File: src/hdl/stt_pkg.sv
// Shared types and constants for the software timer table.
package stt_pkg;
    localparam int Slots = 64;
    localparam int SlotW = 6;
    localparam int HwW = 7;
    localparam int WaitStart = 1000;
    localparam int WaitFloor = 10;

    localparam logic [1:0] MODE_ADD = 2'd0;
    localparam logic [1:0] MODE_DEL = 2'd1;
    localparam logic [1:0] MODE_TICK = 2'd2;
    localparam logic [1:0] MODE_NONE = 2'd3;

    localparam logic [1:0] KIND_ADD = 2'd0;
    localparam logic [1:0] KIND_DEL = 2'd1;
    localparam logic [1:0] KIND_FIRE = 2'd2;
    localparam logic [1:0] KIND_WAIT = 2'd3;

    localparam logic [1:0] ST_OK = 2'd0;
    localparam logic [1:0] ST_BAD = 2'd1;
    localparam logic [1:0] ST_MISMATCH = 2'd2;
    localparam logic [1:0] ST_FULL = 2'd3;

    typedef struct packed {
        logic [1:0] mode;
        logic [31:0] now_time;
        logic [5:0] slot;
        logic [15:0] handler;
        logic [31:0] tag_id;
        logic [31:0] tag_data;
        logic repeat_req;
        logic [30:0] period;
    } t_in;

    typedef struct packed {
        logic [1:0] kind;
        logic [5:0] out_slot;
        logic [15:0] out_handler;
        logic [31:0] out_id;
        logic [31:0] out_data;
        logic [1:0] status;
        logic [9:0] next_wait;
        logic last;
    } t_out;

    typedef enum logic [3:0] {
        S_IDLE, S_ADD_SCAN, S_ADD_WR, S_DEL_RD, S_DEL_CHK,
        S_TICK_RD, S_TICK_CHK, S_EMIT, S_WAIT_EMIT
    } t_state;

    typedef struct packed {
        logic load_in;
        logic clr_idx;
        logic inc_idx;
        logic rd_entry;
        logic wr_add;
        logic do_del;
        logic do_fire_upd;
        logic acc_wait;
        logic init_wait;
        logic send;
        logic [1:0] send_kind;
        logic [1:0] send_status;
        logic send_last;
    } t_cmd;

    typedef struct packed {
        logic [1:0] mode;
        logic idx_free;
        logic idx_at_hw;
        logic idx_end;
        logic full;
        logic del_bad;
        logic del_match;
        logic fire;
        logic out_busy;
    } t_stat;
endpackage

File: src/hdl/stt_ctrl.sv
// Controller state machine for the software timer table.
module stt_ctrl (
    input  logic i_clk,
    input  logic i_rst_n,
    input  logic i_in_valid,
    output logic o_in_ready,
    input  stt_pkg::t_stat i_stat,
    output stt_pkg::t_cmd o_cmd
);
    import stt_pkg::*;

    t_state r_state, n_state;

    always_ff @(posedge i_clk) begin
        if (!i_rst_n) begin
            r_state <= S_IDLE;
        end else begin
            r_state <= n_state;
        end
    end

    always_comb begin
        n_state = r_state;
        o_cmd = '0;
        o_in_ready = 1'b0;
        unique case (r_state)
            S_IDLE: begin
                o_in_ready = 1'b1;
                if (i_in_valid) begin
                    o_cmd.load_in = 1'b1;
                    o_cmd.clr_idx = 1'b1;
                    o_cmd.init_wait = 1'b1;
                    n_state = S_ADD_SCAN;
                end
            end
            S_ADD_SCAN: begin
                unique case (i_stat.mode)
                    MODE_ADD: begin
                        if (i_stat.idx_free || i_stat.idx_at_hw) begin
                            n_state = S_ADD_WR;
                        end else begin
                            o_cmd.inc_idx = 1'b1;
                        end
                    end
                    MODE_DEL: n_state = S_DEL_RD;
                    MODE_TICK: n_state = S_TICK_RD;
                    default: n_state = S_IDLE;
                endcase
            end
            S_ADD_WR: begin
                if (!i_stat.out_busy) begin
                    o_cmd.send = 1'b1;
                    o_cmd.send_kind = KIND_ADD;
                    o_cmd.send_last = 1'b1;
                    if (i_stat.full) begin
                        o_cmd.send_status = ST_FULL;
                    end else begin
                        o_cmd.send_status = ST_OK;
                        o_cmd.wr_add = 1'b1;
                    end
                    n_state = S_IDLE;
                end
            end
            S_DEL_RD: begin
                o_cmd.rd_entry = 1'b1;
                n_state = S_DEL_CHK;
            end
            S_DEL_CHK: begin
                if (!i_stat.out_busy) begin
                    o_cmd.send = 1'b1;
                    o_cmd.send_kind = KIND_DEL;
                    o_cmd.send_last = 1'b1;
                    if (i_stat.del_bad) begin
                        o_cmd.send_status = ST_BAD;
                    end else if (!i_stat.del_match) begin
                        o_cmd.send_status = ST_MISMATCH;
                    end else begin
                        o_cmd.send_status = ST_OK;
                        o_cmd.do_del = 1'b1;
                    end
                    n_state = S_IDLE;
                end
            end
            S_TICK_RD: begin
                if (i_stat.idx_end) begin
                    n_state = S_WAIT_EMIT;
                end else begin
                    o_cmd.rd_entry = 1'b1;
                    n_state = S_TICK_CHK;
                end
            end
            S_TICK_CHK: begin
                if (i_stat.idx_free) begin
                    o_cmd.inc_idx = 1'b1;
                    n_state = S_TICK_RD;
                end else begin
                    o_cmd.acc_wait = 1'b1;
                    if (i_stat.fire) begin
                        n_state = S_EMIT;
                    end else begin
                        o_cmd.inc_idx = 1'b1;
                        n_state = S_TICK_RD;
                    end
                end
            end
            S_EMIT: begin
                if (!i_stat.out_busy) begin
                    o_cmd.send = 1'b1;
                    o_cmd.send_kind = KIND_FIRE;
                    o_cmd.send_status = ST_OK;
                    o_cmd.do_fire_upd = 1'b1;
                    o_cmd.inc_idx = 1'b1;
                    n_state = S_TICK_RD;
                end
            end
            S_WAIT_EMIT: begin
                if (!i_stat.out_busy) begin
                    o_cmd.send = 1'b1;
                    o_cmd.send_kind = KIND_WAIT;
                    o_cmd.send_status = ST_OK;
                    o_cmd.send_last = 1'b1;
                    n_state = S_IDLE;
                end
            end
            default: n_state = S_IDLE;
        endcase
    end
endmodule

File: config.mk
export PLATFORM = sky130hd
export DESIGN_NAME = stt_ctrl
export DESIGN_NICKNAME = d
export VERILOG_FILES = /design/src/hdl/stt_pkg.sv /design/src/hdl/stt_ctrl.sv
export SDC_FILE = /design/constraint.sdc
export NUM_CORES = 1
export LEC_CHECK = 0
export BUFFER_PORTS_ARGS = -buffer_cell sky130_fd_sc_hd__buf_2
export CORE_AREA = 3 3 50 52
export DETAILED_ROUTE_END_ITERATION = 10
export DIE_AREA = 0 0 53 55
export SYNTH_ARGS = -nofsm -noshare
export SYNTH_HDL_FRONTEND = slang
export SYNTH_SLANG_ARGS = --single-unit
File: constraint.sdc
create_clock -name i_clk -period 1.62 [get_ports i_clk]
set_clock_uncertainty 0.05 [all_clocks]
set_input_delay 0.081 -clock i_clk [delete_from_list [all_inputs] [get_ports i_clk]]
set_output_delay 0.081 -clock i_clk [all_outputs]
set_load 0.05 [all_outputs]
==> results.sh, run 1 <==
export IMPL_dieHeight_um=55
export IMPL_cts_buffers=3
export IMPL_switchingPower_mw=0.4099
export IMPL_synth_area_um2=611.8
export IMPL_regMostFlops="r_state"
export IMPL_num_antenna_cells=0
export IMPL_pwr_share_clk_pct=14.3
export IMPL_max_vdd_ir_drop_uv=614.2
export IMPL_p_int_mw=0.4525
export IMPL_placed_cell_area_um2=927.1
export IMPL_p_comb_share_pct=70.3
export IMPL_antenna_found_initial=0
export IMPL_clock_path_buffers=2
export IMPL_clock_sinks=4
export IMPL_yosysWarnings=0
export IMPL_crit_family="simple AND/OR/NAND/NOR gates"
export IMPL_core_area_um2=2148
export IMPL_finalWirelength_mm=1.868
export IMPL_status="finished, violations left"
export IMPL_cp_start_kind="flip-flop"
export IMPL_synth_area_leaders="dfxtp_1, ha_1, mux2i_1"
export IMPL_place_hpwl_mm=1.499
export IMPL_synth_distinct_cells=35
export IMPL_htree_levels=1
export IMPL_largest_register_ff_count=4
export IMPL_syn2layout_area_growth_pct=89.37
export IMPL_cts_tree="yes"
export IMPL_multi_input_area_um2=626.9
export IMPL_ff_latch_area_um2=92.59
export IMPL_cp_max_fo=6
export IMPL_min_period_ps=1728
export IMPL_ant_nets=0
export IMPL_final_common_cell="buf_4"
export IMPL_syn_instance_count=85
export IMPL_synthFlopType="dfxtp_1"
export IMPL_tns_ps=-261.3
export IMPL_die_w_um=53
export IMPL_start_util_pct=28.48
export IMPL_worst_slack_ps=-107.6
export IMPL_crit_path_cell_trace="or4_4 > o31ai_4 > buf_6"
export IMPL_vias_per_cell=4.908
export IMPL_ys_seq_area_share_pct=13.09
export IMPL_clk_pin_slew_ps=40
export IMPL_min_path_type="in2reg"
export IMPL_cp_required_ps=1490
export IMPL_synth_area_leader_cell="dfxtp_1"
export IMPL_p_per_area_nw_per_um2=744.3
export IMPL_firstDrtPassIters=4
export IMPL_fill_cells=201
export IMPL_num_vias=751
export IMPL_reg_largest_list="r_state: 4 flops"
export IMPL_io_pins=29
export IMPL_wl_per_cell_um=12.21
export IMPL_reg2reg_slack_ps=130
export IMPL_synth_seq_cells=4
export IMPL_switching_share_pct=47.53
export IMPL_arrival_ps=1600
export IMPL_maxCapViolations=0
export IMPL_drive_gt1_share_pct=63.20
export IMPL_dr_first_iter_drc_count=4
export IMPL_avgSynthCellArea_um2=7.198
export IMPL_worst_slew_pin_slew_ps=382.7
export IMPL_nNetsFinal=144
export IMPL_cts_hold_buf=0
export IMPL_violations="negative setup slack"
export IMPL_io_buffers=28
export IMPL_cp_end_kind="output port"
export IMPL_rsz0062_at_grt="true"
export IMPL_met3_length_um=94
export IMPL_grt_overflow_total=0
export IMPL_critical_path_slowest_cell="or4_4"
export IMPL_synth_nets=102
export IMPL_synth_top_area_share_pct=13.09
export IMPL_stdcell_area_um2=1159
export IMPL_setup_viol=5
export IMPL_grt_pass1_vias=688
export IMPL_p_leak_nw=0.5247
export IMPL_path_class="reg2out"
export IMPL_maxSlewViolCount=0
export IMPL_hold_viol=0
export IMPL_pwr_share_seq_pct=15.4
export IMPL_met1Wirelength_um=766
export IMPL_slowest_delay_ps=600
export IMPL_num_rows=17
export IMPL_fin_crit_sh_pct=106.6
export IMPL_place_congestion=0.8170
export IMPL_grt_first_pass_wirelength_mm=2.967
export IMPL_drc=0
export IMPL_wl_met2_mm=1.007
export IMPL_die_area_um2=2915
export IMPL_layout_common_cells="buf_4, buf_2, buf_6"
export IMPL_ys_async_sr_fraction_pct=0
export IMPL_cp_num_buf_inv=1
export IMPL_topRoutingLayerUsed="met3"
export IMPL_synth_edf_count=0
export IMPL_grt_max_degree=8
export IMPL_fmax_mhz=578.8
export IMPL_clk_latency_ps=230
export IMPL_root_buffer="clkbuf_4"
export IMPL_grt_use_total_pct=13.71
export IMPL_slew_headroom_pct=74.43
## path summary, 6_finish.rpt
kind               from          to  cells after the start
max          r_state[1]    o_cmd[2]                      3
max reg2reg  r_state[2]  r_state[0]                      6
min reg2reg  r_state[0]  r_state[0]                      3
min             i_rst_n  r_state[2]                      3
## worst reg2reg max path: stages (launching register included)
cell	delay (ps)
dfxtp_4	370
buf_4	160
xor2_1	150
mux2i_1	130
a22oi_1	90
o22ai_2	240
mux2i_1	220
## power groups by stage
stage          combinational [mW]  clock, mW  sequential [mW]
3_5_place_dp                0.522          0            0.133
2_1_floorplan               0.427          0            0.120
4_1_cts                     0.564      0.127            0.132
5_1_grt                     0.652      0.133            0.136
6_report                    0.606      0.123            0.133
3_3_place_gp                0.515          0            0.134
## final cells by class
type | instances | share of cell area (%)
timing repair buffer | 45 | 30.67
tap | 28 | 3.024
sequential | 4 | 7.991
multi-input combinational | 66 | 54.10
inverter | 7 | 2.268
clock buffer | 3 | 1.944
## metrics by stage
step	util (%)	hold slack, ps	setup WS, ps	power (mW)	cells
2_1_floorplan	-	172.5	-368.2	0.5473	85
3_3_place_gp	43.16	323.6	32.41	0.6490	146
3_5_place_dp	43.16	328.4	-36.12	0.6552	146
4_1_cts	50.15	82.12	-108.4	0.8222	152
5_1_grt	53.93	94.45	-141.5	0.9214	153
6_report	53.93	90.76	-107.6	0.8624	153
## cell usage after synthesis, types with 2 or more instances
cell type,instances
and2_1,2
buf_2,3
buf_4,3
dfxtp_1,4
ha_1,4
inv_1,7
mux2i_1,4
nand2_1,8
nand3_1,4
nor2_1,8
nor2b_1,2
nor3_1,2
nor3b_1,3
nor4b_1,3
o21ai_0,6
o31ai_1,2
xor2_1,2
## what timing repair did
| item | 4_1_cts | 5_1_grt |
|---|---|---|
| pin swaps | 4 | 5 |
| gates resized for setup | 32 | 21 |
| endpoints found under the setup margin | 17 | 14 |
| setup buffers | 3 | 1 |
## logic make-up after synthesis
logic type	after synthesis	share of synthesized area [%]
multiplexers	5	8.385
AND/OR/NAND/NOR	39	36.20
flip-flops	4	13.09
XOR/XNOR	2	2.864
AO/OA/AOI/OAI	16	18.41
buffers and inverters	15	12.88
adder cells (fa/ha/maj)	4	8.180
## metal layers
metal / GRT usage (%) / vias to the layer above
met5: 0 / -
met2: 26.03 / 19
met4: 2.553 / 0
li1: - / 376
met1: 16.16 / 356
met3: 2.413 / 0
Note: power is estimated with default switching activity, not from simulation.
==> inputs of run 2 (changes only) <==
--- a/config.mk
+++ b/config.mk
@@ -9,6 +9,7 @@
 export CORE_AREA = 3 3 50 52
 export DETAILED_ROUTE_END_ITERATION = 10
 export DIE_AREA = 0 0 53 55
+export SKIP_CTS_REPAIR_TIMING = 1
 export SYNTH_ARGS = -nofsm -noshare
 export SYNTH_HDL_FRONTEND = slang
 export SYNTH_SLANG_ARGS = --single-unit
==> results.sh, run 2 (synthesis gave the netlist of run 1 again) <==
export IMPL_status="finished, violations left"
export IMPL_violations="negative setup slack"
export IMPL_p_leak_nw=0.4784
export IMPL_min_path_type="in2reg"
export IMPL_min_period_ps=1730
export IMPL_core_area_um2=2148
export IMPL_arrival_ps=1600
export IMPL_path_class="reg2out"
export IMPL_p_comb_share_pct=68.5
export IMPL_die_w_um=53
export IMPL_final_common_cell="buf_2"
export IMPL_io_pins=29
export IMPL_reg_largest_list="r_state: 4 flops"
export IMPL_maxCapViolations=0
export IMPL_maxSlewViolCount=0
export IMPL_wl_per_cell_um=12.16
export IMPL_grt_pass1_vias=617
export IMPL_rsz0062_at_grt="true"
export IMPL_cts_buffers=3
export IMPL_place_inst=146
export IMPL_cp_max_fo=7
export IMPL_nNetsFinal=140
export IMPL_setup_viol=5
export IMPL_p_int_mw=0.4232
export IMPL_largest_register_ff_count=4
export IMPL_num_rows=17
export IMPL_dr_first_iter_drc_count=6
export IMPL_final_cells=149
export IMPL_dieHeight_um=55
export IMPL_drc=0
export IMPL_whs_ps=88.60
export IMPL_regMostFlops="r_state"
export IMPL_fin_crit_sh_pct=106.8
export IMPL_num_antenna_cells=0
export IMPL_cp_start_kind="flip-flop"
export IMPL_htree_levels=1
export IMPL_die_area_um2=2915
export IMPL_switchingPower_mw=0.3917
export IMPL_total_power_mw=0.8149
export IMPL_slew_headroom_pct=79.26
export IMPL_fmax_mhz=577.9
export IMPL_root_buffer="clkbuf_4"
export IMPL_layout_common_cells="buf_2, buf_4, buf_6"
export IMPL_pwr_share_clk_pct=15.1
export IMPL_start_util_pct=28.48
export IMPL_grt_overflow_total=0
export IMPL_ant_nets=0
export IMPL_crit_path_cell_trace="or4_4 > o31ai_4 > buf_6"
export IMPL_critical_path_slowest_cell="or4_4"
export IMPL_finalWirelength_mm=1.812
export IMPL_clk_pin_slew_ps=40
export IMPL_cts_tree="yes"
export IMPL_vias_per_cell=4.872
export IMPL_max_vdd_ir_drop_uv=595.2
export IMPL_worst_slew_pin_slew_ps=310.4
export IMPL_grt_max_degree=8
export IMPL_drive_gt1_share_pct=58.68
export IMPL_syn2layout_area_growth_pct=72.80
export IMPL_pwr_share_seq_pct=16.4
export IMPL_slowest_delay_ps=600
export IMPL_hold_viol=0
export IMPL_cp_end_kind="output port"
export IMPL_clock_path_buffers=2
export IMPL_place_hpwl_mm=1.499
export IMPL_num_vias=726
export IMPL_grt_use_total_pct=12.58
export IMPL_io_buffers=28
export IMPL_clk_latency_ps=230
export IMPL_tns_ps=-360.7
export IMPL_antenna_found_initial=0
export IMPL_fill_cells=219
export IMPL_grt_first_pass_wirelength_mm=2.732
export IMPL_place_congestion=0.8170
export IMPL_firstDrtPassIters=3
export IMPL_clock_sinks=4
export IMPL_post_place_ws_ps=-36.12
export IMPL_worst_slack_ps=-110.3
export IMPL_switching_share_pct=48.07
export IMPL_p_per_area_nw_per_um2=770.8
export IMPL_cp_required_ps=1490
-- run 2: worst paths after layout --
path	cells after the start	to	slack [ps]	start
hold / removal	3	r_state[2]	90	i_rst_n
setup reg to reg	6	r_state[1]	140	r_state[2]
setup / recovery	3	o_cmd[2]	-110	r_state[1]
hold reg to reg	2	r_state[1]	480	r_state[1]
-- run 2: per-layer routing --
layer  GRT usage, %  vias to the layer above  wire length [µm]
met4          2.553                        0                 0
met2          22.73                       17               937
met1          15.52                      341               793
li1               -                      368                 -
met5              0                        -                 0
met3          2.413                        0                82
-- run 2: final cells by class --
class	count	area [µm²]	share of cell area, %
Clock buffer	3	22.52	2.130
Inverter	7	26.28	2.485
Multi-Input combinational cell	66	574.3	54.32
Sequential cell	4	92.59	8.757
Tap cell	28	35.03	3.314
Timing Repair Buffer	41	306.5	28.99
-- run 2: through the flow --
stage          cell area, µm²  util [%]
6_report                 1057     49.21
5_1_grt                  1057     49.21
4_1_cts                 949.7     44.21
3_5_place_dp            927.1     43.16
3_3_place_gp            927.1     43.16
2_1_floorplan           737.0         -
-- run 2: power by group through the flow --
stage          clock (mW)  sequential (mW)  combinational [mW]
2_1_floorplan           0            0.120               0.427
3_3_place_gp            0            0.134               0.515
3_5_place_dp            0            0.133               0.522
4_1_cts             0.127            0.132               0.522
5_1_grt             0.133            0.137               0.603
6_report            0.123            0.133               0.558
-- run 2: worst max-delay path, delay by kind of cell, from the launching register on --
family	cells	cell delay, ps
AOI/OAI and AO/OA	1	210
DFF	1	360
buffers and inverters	1	190
and+or+nand+nor	1	600
==> inputs of run 3 (changes only) <==
--- a/config.mk
+++ b/config.mk
@@ -7,6 +7,7 @@
 export LEC_CHECK = 0
 export BUFFER_PORTS_ARGS = -buffer_cell sky130_fd_sc_hd__buf_2
 export CORE_AREA = 3 3 50 52
+export CTS_BUF_LIST = sky130_fd_sc_hd__clkbuf_8
 export DETAILED_ROUTE_END_ITERATION = 10
 export DIE_AREA = 0 0 53 55
 export SKIP_CTS_REPAIR_TIMING = 1
==> results.sh, run 3 (synthesis gave the netlist of run 1 again) <==
export IMPL_status="finished, violations left"
export IMPL_violations="negative setup slack"
export IMPL_maxCapViolations=0
export IMPL_worst_slack_ps=-91.56
export IMPL_placed_cell_area_um2=927.1
export IMPL_layout_common_cells="buf_2, buf_4, buf_6"
export IMPL_maxSlewViolCount=0
export IMPL_fin_crit_sh_pct=105.7
export IMPL_antenna_found_initial=0
export IMPL_min_path_type="in2reg"
export IMPL_ant_nets=0
export IMPL_clock_path_buffers=2
export IMPL_hold_viol=0
export IMPL_cp_end_kind="output port"
export IMPL_grt_use_total_pct=12.75
export IMPL_die_area_um2=2915
export IMPL_largest_register_ff_count=4
export IMPL_reg2reg_slack_ps=140
export IMPL_place_congestion=0.8170
export IMPL_cp_max_fo=7
export IMPL_cp_required_ps=1490
export IMPL_grt_overflow_total=0
export IMPL_grt_pass1_vias=617
export IMPL_slowest_delay_ps=600
export IMPL_num_vias=720
export IMPL_rsz0062_at_grt="true"
export IMPL_regMostFlops="r_state"
export IMPL_reg_largest_list="r_state: 4 flops"
export IMPL_max_vdd_ir_drop_uv=637.6
export IMPL_min_period_ps=1712
export IMPL_slew_headroom_pct=78.84
export IMPL_setup_viol=4
export IMPL_clk_latency_ps=210
export IMPL_p_per_area_nw_per_um2=830.0
export IMPL_io_buffers=28
export IMPL_dieHeight_um=55
export IMPL_fmax_mhz=584.3
export IMPL_dr_first_iter_drc_count=4
export IMPL_die_w_um=53
export IMPL_nNetsFinal=140
export IMPL_stdcell_area_um2=1089
export IMPL_clk_pin_slew_ps=30
export IMPL_worst_slew_pin_slew_ps=316.7
export IMPL_path_class="reg2out"
export IMPL_root_buffer="clkbuf_8"
export IMPL_cp_num_buf_inv=1
export IMPL_grt_first_pass_wirelength_mm=2.739
export IMPL_cp_start_kind="flip-flop"
export IMPL_cts_tree="yes"
export IMPL_finalWirelength_mm=1.846
export IMPL_arrival_ps=1580
export IMPL_cts_buffers=3
export IMPL_syn2layout_area_growth_pct=77.91
export IMPL_wl_per_cell_um=12.39
export IMPL_num_antenna_cells=0
export IMPL_vias_per_cell=4.832
export IMPL_start_util_pct=28.48
export IMPL_num_rows=17
export IMPL_core_area_um2=2148
export IMPL_io_pins=29
export IMPL_crit_family="simple AND/OR/NAND/NOR gates"
export IMPL_grt_max_degree=8
export IMPL_crit_path_cell_trace="or4_4 > nor3b_4 > buf_6"
export IMPL_htree_levels=1
export IMPL_firstDrtPassIters=3
export IMPL_utilization_pct=50.67
export IMPL_clock_sinks=4
export IMPL_final_common_cell="buf_2"
export IMPL_p_leak_nw=0.4979
export IMPL_place_hpwl_mm=1.499
export IMPL_drive_gt1_share_pct=58.68
export IMPL_drc=0
export IMPL_critical_path_slowest_cell="or4_4"
==> run 3: through the flow <==
stage	setup TNS (ps)	power (mW)	setup WS [ps]	hold WS, ps	instances
2_1_floorplan	-1370	0.5473	-368.2	172.5	85
3_5_place_dp	-53.77	0.6552	-36.12	328.4	146
5_1_grt	-588.0	0.9665	-157.0	114.0	149
3_3_place_gp	0	0.6490	32.41	323.6	146
4_1_cts	-1786	0.8647	-267.7	107.0	149
6_report	-255.5	0.9035	-91.56	110.6	149
==> run 3: final timing paths <==
kind                   start         end  cells past startpoint
setup reg to reg  r_state[2]  r_state[0]                      6
hold / removal       i_rst_n  r_state[1]                      3
setup / recovery  r_state[1]    o_cmd[9]                      3
hold reg to reg   r_state[1]  r_state[1]                      2
==> run 3: layer usage <==
layer / vias up / wire [µm] / part of all wire (%) / track usage [%]
li1: 367 / - / - / -
met1: 335 / 810 / 44 / 15.52
met2: 18 / 942 / 51 / 22.73
met3: 0 / 93 / 5.0 / 3.217
met4: 0 / 0 / 0 / 2.553
met5: - / 0 / 0 / 0
==> run 3: final cells by class <==
cell class / instances / area, µm²
Fill cell: 214 / 1060
Multi-Input combinational cell: 66 / 584.3
Timing Repair Buffer: 41 / 306.5
Sequential cell: 4 / 95.09
Clock buffer: 3 / 41.29
Tap cell: 28 / 35.03
Inverter: 7 / 26.28
==> run 3: tightest hold or removal path: stages <==
cell,delay (ps)
buf_2,130
nand2_1,60
mux2i_1,60
==> run 3: power breakdown <==
part | internal (mW) | switching, mW
Sequential | 0.116 | 0.0206
Clock | 0.158 | 0.0476
Combinational | 0.228 | 0.333
Total | 0.502 | 0.401
